`config.mk`:
```
export PLATFORM = sky130hd
export DESIGN_NAME = btk_ctrl
export DESIGN_NICKNAME = d
export VERILOG_FILES = /design/src/rtl/btk_pkg.sv /design/src/rtl/btk_ctrl.sv
export VERILOG_INCLUDE_DIRS = /design/src /design/src/rtl
export SDC_FILE = /design/constraint.sdc
export NUM_CORES = 1
export LEC_CHECK = 0
export CORE_AREA = 4 4 41 43
export CTS_CLUSTER_SIZE = 30
export DETAILED_ROUTE_END_ITERATION = 7
export DIE_AREA = 0 0 45 47
export DONT_BUFFER_PORTS = 1
export PLACE_DENSITY = 0.61
export SLEW_MARGIN = 20
export SYNTH_ARGS = -nofsm -noshare
export SYNTH_HDL_FRONTEND = slang
export SYNTH_SLANG_ARGS = --single-unit
```
`constraint.sdc`:
```
create_clock -name clk -period 2 [get_ports clk]
set_clock_uncertainty 0.05 [all_clocks]
set_input_delay 0.3 -clock clk [delete_from_list [all_inputs] [get_ports clk]]
set_output_delay 0.3 -clock clk [all_outputs]
set_load 0.01 [all_outputs]
```
`src/rtl/assert_macros.svh`:
```
// Assertion macros shared by the heap core RTL.
// Simulation builds get concurrent assertions; synthesis builds get nothing.
`ifndef ASSERT_MACROS_SVH
`define ASSERT_MACROS_SVH
`ifndef SYNTHESIS
`define ASSERT_ALWAYS(lbl, clk, rst_n, expr) \
  lbl: assert property (@(posedge clk) disable iff (!rst_n) (expr)) \
    else $error("assertion failed");
`define ASSERT_IMPL(lbl, clk, rst_n, ante, cons) \
  lbl: assert property (@(posedge clk) disable iff (!rst_n) (ante) |-> (cons)) \
    else $error("assertion failed");
`define ASSERT_NEXT(lbl, clk, rst_n, ante, cons) \
  lbl: assert property (@(posedge clk) disable iff (!rst_n) (ante) |=> (cons)) \
    else $error("assertion failed");
`else
`define ASSERT_ALWAYS(lbl, clk, rst_n, expr)
`define ASSERT_IMPL(lbl, clk, rst_n, ante, cons)
`define ASSERT_NEXT(lbl, clk, rst_n, ante, cons)
`endif
`endif

```
`src/rtl/btk_pkg.sv`:
```
// Types and constants for the bounded top-K min-heap core.
// Used by the controller, the datapath and the top level; no dependencies.
`timescale 1ns / 1ps
package btk_pkg;

  typedef enum logic {
    ACT_PUSH = 1'b0,
    ACT_POP  = 1'b1
  } action_t;

  typedef enum logic [2:0] {
    STAT_PUSHED   = 3'd0,
    STAT_EVICTED  = 3'd1,
    STAT_REJECTED = 3'd2,
    STAT_POPPED   = 3'd3,
    STAT_EMPTY    = 3'd4
  } status_t;

  typedef struct packed {
    action_t     action;
    logic [63:0] key;
    logic [31:0] tag;
  } in_item_t;

  typedef struct packed {
    status_t     status;
    logic [63:0] out_key;
    logic [31:0] out_tag;
    logic [6:0]  entry_count;
  } out_item_t;

  typedef struct packed {
    logic [63:0] key;
    logic [31:0] tag;
  } entry_t;

  localparam logic [6:0] CAP_RESET = 7'd64;

  typedef enum logic [3:0] {
    DP_NOP,
    DP_ACCEPT,
    DP_RD_ROOT,
    DP_TAKE_ROOT,
    DP_LOAD_LAST,
    DP_RD_LEFT,
    DP_RD_RIGHT,
    DP_DN_MOVE,
    DP_DN_FIN,
    DP_UP_START,
    DP_RD_PARENT,
    DP_UP_MOVE,
    DP_UP_FIN
  } dp_op_t;

  typedef struct packed {
    dp_op_t  op;
    logic    set_status;
    status_t status;
  } dp_cmd_t;

  typedef struct packed {
    logic count_zero;
    logic full;
    logic root_le_key;
    logic has_child;
    logic dn_stop;
    logic at_root;
    logic up_stop;
  } dp_stat_t;

  typedef enum logic [3:0] {
    S_IDLE,
    S_ROOT_RD,
    S_ROOT_TAKE,
    S_LAST_LOAD,
    S_DN_CHK,
    S_DN_LEFT,
    S_DN_RIGHT,
    S_UP_START,
    S_UP_CHK,
    S_UP_CMP,
    S_FULL_RD,
    S_FULL_CMP,
    S_DONE
  } state_t;

endpackage

```
`src/rtl/btk_ctrl.sv`:
```
// Sequencing state machine of the top-K heap core.
// Depends on btk_pkg and assert_macros.svh; drives the datapath by command.
`timescale 1ns / 1ps
`include "assert_macros.svh"
module btk_ctrl (
  input  logic               clk,
  input  logic               rst_n,
  input  logic               start,
  input  btk_pkg::action_t   action,
  input  btk_pkg::dp_stat_t  stat,
  output btk_pkg::dp_cmd_t   cmd,
  output logic               busy,
  output logic               out_valid
);

  btk_pkg::state_t state_r, state_nxt;
  logic evict_r, evict_nxt;

  always_ff @(posedge clk) begin
    if (!rst_n) begin
      state_r <= btk_pkg::S_IDLE;
      evict_r <= 1'b0;
    end else begin
      state_r <= state_nxt;
      evict_r <= evict_nxt;
    end
  end

  always_comb begin
    state_nxt      = state_r;
    evict_nxt      = evict_r;
    cmd.op         = btk_pkg::DP_NOP;
    cmd.set_status = 1'b0;
    cmd.status     = btk_pkg::STAT_PUSHED;
    unique case (state_r)
      btk_pkg::S_IDLE: begin
        if (start) begin
          cmd.op         = btk_pkg::DP_ACCEPT;
          cmd.set_status = 1'b1;
          evict_nxt      = 1'b0;
          if (action == btk_pkg::ACT_POP) begin
            if (stat.count_zero) begin
              cmd.status = btk_pkg::STAT_EMPTY;
              state_nxt  = btk_pkg::S_DONE;
            end else begin
              cmd.status = btk_pkg::STAT_POPPED;
              state_nxt  = btk_pkg::S_ROOT_RD;
            end
          end else if (stat.full) begin
            // Status is settled once the root has been compared.
            cmd.set_status = 1'b0;
            state_nxt      = btk_pkg::S_FULL_RD;
          end else begin
            cmd.status = btk_pkg::STAT_PUSHED;
            state_nxt  = btk_pkg::S_UP_START;
          end
        end
      end
      btk_pkg::S_ROOT_RD: begin
        cmd.op    = btk_pkg::DP_RD_ROOT;
        state_nxt = btk_pkg::S_ROOT_TAKE;
      end
      btk_pkg::S_ROOT_TAKE: begin
        cmd.op    = btk_pkg::DP_TAKE_ROOT;
        state_nxt = btk_pkg::S_LAST_LOAD;
      end
      btk_pkg::S_LAST_LOAD: begin
        cmd.op    = btk_pkg::DP_LOAD_LAST;
        state_nxt = btk_pkg::S_DN_CHK;
      end
      btk_pkg::S_DN_CHK: begin
        if (stat.has_child) begin
          cmd.op    = btk_pkg::DP_RD_LEFT;
          state_nxt = btk_pkg::S_DN_LEFT;
        end else begin
          cmd.op    = btk_pkg::DP_DN_FIN;
          state_nxt = evict_r ? btk_pkg::S_UP_START : btk_pkg::S_DONE;
        end
      end
      btk_pkg::S_DN_LEFT: begin
        cmd.op    = btk_pkg::DP_RD_RIGHT;
        state_nxt = btk_pkg::S_DN_RIGHT;
      end
      btk_pkg::S_DN_RIGHT: begin
        if (stat.dn_stop) begin
          cmd.op    = btk_pkg::DP_DN_FIN;
          state_nxt = evict_r ? btk_pkg::S_UP_START : btk_pkg::S_DONE;
        end else begin
          cmd.op    = btk_pkg::DP_DN_MOVE;
          state_nxt = btk_pkg::S_DN_CHK;
        end
      end
      btk_pkg::S_UP_START: begin
        cmd.op    = btk_pkg::DP_UP_START;
        state_nxt = btk_pkg::S_UP_CHK;
      end
      btk_pkg::S_UP_CHK: begin
        if (stat.at_root) begin
          cmd.op    = btk_pkg::DP_UP_FIN;
          state_nxt = btk_pkg::S_DONE;
        end else begin
          cmd.op    = btk_pkg::DP_RD_PARENT;
          state_nxt = btk_pkg::S_UP_CMP;
        end
      end
      btk_pkg::S_UP_CMP: begin
        if (stat.up_stop) begin
          cmd.op    = btk_pkg::DP_UP_FIN;
          state_nxt = btk_pkg::S_DONE;
        end else begin
          cmd.op    = btk_pkg::DP_UP_MOVE;
          state_nxt = btk_pkg::S_UP_CHK;
        end
      end
      btk_pkg::S_FULL_RD: begin
        cmd.op    = btk_pkg::DP_RD_ROOT;
        state_nxt = btk_pkg::S_FULL_CMP;
      end
      btk_pkg::S_FULL_CMP: begin
        cmd.set_status = 1'b1;
        if (stat.root_le_key) begin
          cmd.status = btk_pkg::STAT_EVICTED;
          evict_nxt  = 1'b1;
          state_nxt  = btk_pkg::S_ROOT_RD;
        end else begin
          cmd.status = btk_pkg::STAT_REJECTED;
          state_nxt  = btk_pkg::S_DONE;
        end
      end
      btk_pkg::S_DONE: begin
        state_nxt = btk_pkg::S_IDLE;
      end
      default: begin
        state_nxt = btk_pkg::S_IDLE;
      end
    endcase
  end

  assign busy      = (state_r != btk_pkg::S_IDLE);
  assign out_valid = (state_r == btk_pkg::S_DONE);

  `ASSERT_NEXT(a_accept_busy, clk, rst_n, start && !busy, busy)
  `ASSERT_NEXT(a_strobe_single, clk, rst_n, out_valid, !out_valid && !busy)
  `ASSERT_IMPL(a_evict_path, clk, rst_n, state_r == btk_pkg::S_UP_START && !evict_r,
               $past(state_r) == btk_pkg::S_IDLE)

endmodule

```
Word-level counts from Yosys, hierarchy flattened
Cells that the tools add are included.

storage, ports and cells
  flip-flop bits (word level) = 5
  logic and storage cells = 47

operators by class
  equality and inequality tests = 14
  multiplexer cells = 26
  reduce and logical (&&, ||, !) cells = 5

operators by type and width
  kind                                           count
  case mux 4 bit (12 select lines)               1
  2-to-1 mux 4 bit                               10
  case mux 4 bit (10 select lines)               1
  == test 4 bit, second input constant           5
  2-to-1 mux 3 bit                               6
  == test 4 x 3 -> 1 bit, second input constant  4
  == test 4 x 2 -> 1 bit, second input constant  2
  case mux 4 bit (2 select lines)                1
  2-to-1 mux 5 bit                               1
  == test 4 x 1 -> 1 bit, second input constant  1
  zero test 4 bit                                1
  2-to-1 mux 1 bit                               4
  != test 2 bit, second input constant           2
  nonzero test 4 bit                             1
  AND reduction 3 bit                            1
  2-to-1 mux 2 bit                               1
  case mux 1 bit (2 select lines)                1
  nonzero test 2 bit                             1
  OR reduction 2 bit                             1

Depth between registers and ports, before layout
  depth in word-level cells = 4
  gate-level depth with buffers = 5
  gate-level depth less buffers = 4

Worst setup path after synthesis
Ideal clock, no wire load.

  path kind = register to output
  from = reg state_r[1]
  to = out cmd[1] in the netlist's numbering
  arrival time = 1274 ps
  path slack = 376 ps
  cell stages (with the launch flop) = 5
  buffers on the path = 0
  path through = dfxtp_1 -> nor4_2 -> nand2_1 -> or2_1 -> nand2_1

RTL lines
  element                   RTL line        RTL
  start: declaration        btk_ctrl.sv:16  btk_pkg::state_t state_r, state_nxt;
  start signal: assignment  btk_ctrl.sv:21  state_r <= btk_pkg::S_IDLE;
  start signal: assignment  btk_ctrl.sv:24  state_r <= state_nxt;
  end: declaration          btk_ctrl.sv:11  output btk_pkg::dp_cmd_t cmd,

==> summary.txt <==
Outcome
  • Status: complete, no violations

STA
  • F_max: 0.538 GHz
  • Tmin final: 1860 ps
  • Final count of pins violating max slew: 0
  • Worst Tran Pin Value: 376 ps
  • Setup TNS: 0 ps
  • Final setup viols: 0
  • Tcrit/Tclk final: 92.9%
  • RSZ-0062 raised after global routing: false
  • Max_slew headroom: 74.8%
  • Hold Vio Cnt, Final: 0

Worst hold path
  • HP Class: input port to register

Global route
  • First-pass GRT wire length: 2720 um
  • Vias in the first global route: 604
  • Tot GR Track Use: 18.3%
  • M1 GR Usage: 22.1%
  • Met3 Resource Use GR: 8.43%
  • Global-route met2 utilization: 29.1%
  • Grt ovf: 0
  • Pin count of the biggest net entering global routing: 13
  • Initial antenna violation count: 0
  • Gr busiest metal: met2

Floorplan
  • Ports: 21
  • Core ar.: 0.00130 mm2
  • Cell row count: 13
  • Starting Density: 43.8%
  • Die Y: 47 um
  • Die Area: 0.00212 mm2
  • Die W: 45 um

Setup path
  • Reg2Reg Launch Point: state_r[0]$_SDFFE_PN0P_
  • Critical Path Sink: cmd[1]
  • Worst R2R End: state_r[3]$_SDFFE_PN0P_
  • Crit. End Element: output port
  • Critical Path Source Type: register
  • CP arrival: 1510 ps
  • CP required: 1650 ps
  • R2r worst-path depth: 5
  • Critical Path Source: state_r[3]$_SDFFE_PN0P_
  • R2R setup slack: 490 ps
  • Crit-path max FO: 7
  • Setup CP Type: register to output port

Power
  • Pwr Density: 1450 mW/mm2
  • Worst vdd ir: 0.000708 V
  • Pleak: 0.000224 uW

Logic synthesis
  • Syn avg cell area: 6.70 um2
  • Yosys top cell area share: 17.6%
  • Ys async rst share: 0%
  • Syn Inst Count: 85
  • Synth Warn #: 0
  • Top FF cell, synth: dfxtp_1
  • Netlist area before placement: 569 um2
  • #FFs+latches synth: 5
  • Number of synthesized flops with an enable pin: 0
  • Syn_nets: 96
  • Area leader, netlist: dfxtp_1
  • Sequential share of the synthesized area: 17.6%
  • Largest cells by area after synthesis: dfxtp_1 18%, nand2_1 8.6%, nor2_1 6.6%, nand2b_1 5.5%, a21oi_1 4.4%
  • Synth cell types: 35

Drt
  • Via count: 653
  • # DRC: 0
  • ANT nets after route: 0
  • Routed WL: 1680 um
  • Avg WL per Cell: 16.3 um
  • DRT iter0 DRCs: 14
  • DR vias/cell: 6.34
  • Detailed-router iteration count before antenna repair: 4

Clocking
  • H-tree levels: 1
  • Worst-path clk slew: 50 ps
  • Root Buffer: clkbuf_4
  • Clk_lat worst skew: 260 ps
  • CTS tree: done
  • # clock sinks: 5
  • Cts bufs inserted: 3
  • Clock buffer depth: 2

Cells and area
  • Share of post-route cells with drive strength above 1: 19.3%
  • Area grow syn2layout: 9.23%
  • Filler cells: 145
  • Final nets: 100
  • Antenna cells: 0
  • Post-Layout Inst Area: 622 um2

Placement
  • Post-DP HPWL: 1270 um
  • Gpl congestion: 0.827
  • Post-Place Cell Area: 593 um2
  • IO buf count: 0

Job
  • Max Cap Viol: 0
[cell usage in the layout (no fill, tap or decap), types with 2 or more instances in the layout]
cell        n
nand2_1    13
nand2b_1    5
o21ai_0     5
dfxtp_1     3
a2bb2oi_1   2
nand3b_1    3
dfxtp_2     2
a21oi_1     5
buf_4       5
nor2_1     10
nor3_1      2
o21bai_1    2
a41oi_1     2
clkbuf_4    3
nand3_1     3
a21oi_2     2
inv_1       2
[layout make-up]
cell class	count	area, um2	area share (%)
multi-input cells	71	425	68.4
flip-flops and latches	5	103	16.5
inverters	3	11.3	1.81
repair buffers	5	37.5	6.04
well taps	15	18.8	3.02
clock buffers	4	26.3	4.23
[state kept, by name (all words and copies together) (netlist names)]
signal	cells
evict_r	1
state_r	4
[cell usage after synthesis, types with 2 or more instances]
cell type and n:
a21oi_2 2, nand3_1 3, o21ai_0 5, clkbuf_1 3, nand2b_1 5, inv_1 2
buf_2 2, a21oi_1 5, nand3b_1 3, nor2_1 10, nor3_1 2, a2bb2oi_1 2
o21bai_1 2, a41oi_1 2, nand2_1 13, dfxtp_1 5
[routing by layer]
metal  wire length (um)  part of all wire, %
met5                  0                    0
met4                 12                 0.72
met3                166                  9.9
met2                784                   47
met1                712                   42
[kinds of logic after synthesis]
| kind of cell | share of synthesized area (%) |
|---|---|
| AOI/OAI and AO/OA | 37.6 |
| muxes | 1.76 |
| buffers and inverters | 7.69 |
| and+or+nand+nor | 35.4 |
| DFF | 17.6 |
[what timing repair did]
| item | CTS | global route |
|---|---|---|
| gates resized for setup | 0 | 2 |
| endpoints found under the setup margin | 0 | 4 |
| setup buffers | 0 | 0 |
| hold buffers | 0 | 0 |
[worst max-delay path, cell delays in order, from the launching register on]
cell and delay [ps]:
dfxtp_1 460, nand2b_1 220, or3_1 430, nand2_1 130
[power breakdown]
group,leakage (uW),switching (uW),total [uW],internal (uW)
registers,0.0000418,70.7,204,133
logic,0.000167,327,563,235
clock network,0.0000150,55.9,132,76.4
total,0.000224,454,899,445
[how the worst min path moves through the flow]
stage               cells past startpoint  start  slack, ps                    to
finish                                  2  rst_n        100  evict_r$_SDFFE_PN0P_
detailed placement                      2  rst_n        370  evict_r$_SDFFE_PN0P_
global route                            2  rst_n        110  evict_r$_SDFFE_PN0P_
CTS                                     2  rst_n        100  evict_r$_SDFFE_PN0P_
global placement                        2  rst_n        370  evict_r$_SDFFE_PN0P_
floorplan                               2  rst_n        360  evict_r$_SDFFE_PN0P_
[stage by stage]
stage / std cells / power, uW / setup WS (ps) / hold WS [ps] / util, %
6_report: 103 / 899 / 143 / 99.9 / 47.8
2_1_floorplan: 85 / 632 / 376 / 364 / -
3_3_place_gp: 99 / 755 / 365 / 367 / 45.6
5_1_grt: 103 / 974 / 57.4 / 114 / 47.8
4_1_cts: 103 / 894 / 73.9 / 95.9 / 47.6
3_5_place_dp: 99 / 756 / 372 / 372 / 45.6
(Power assumes the default switching activity.)
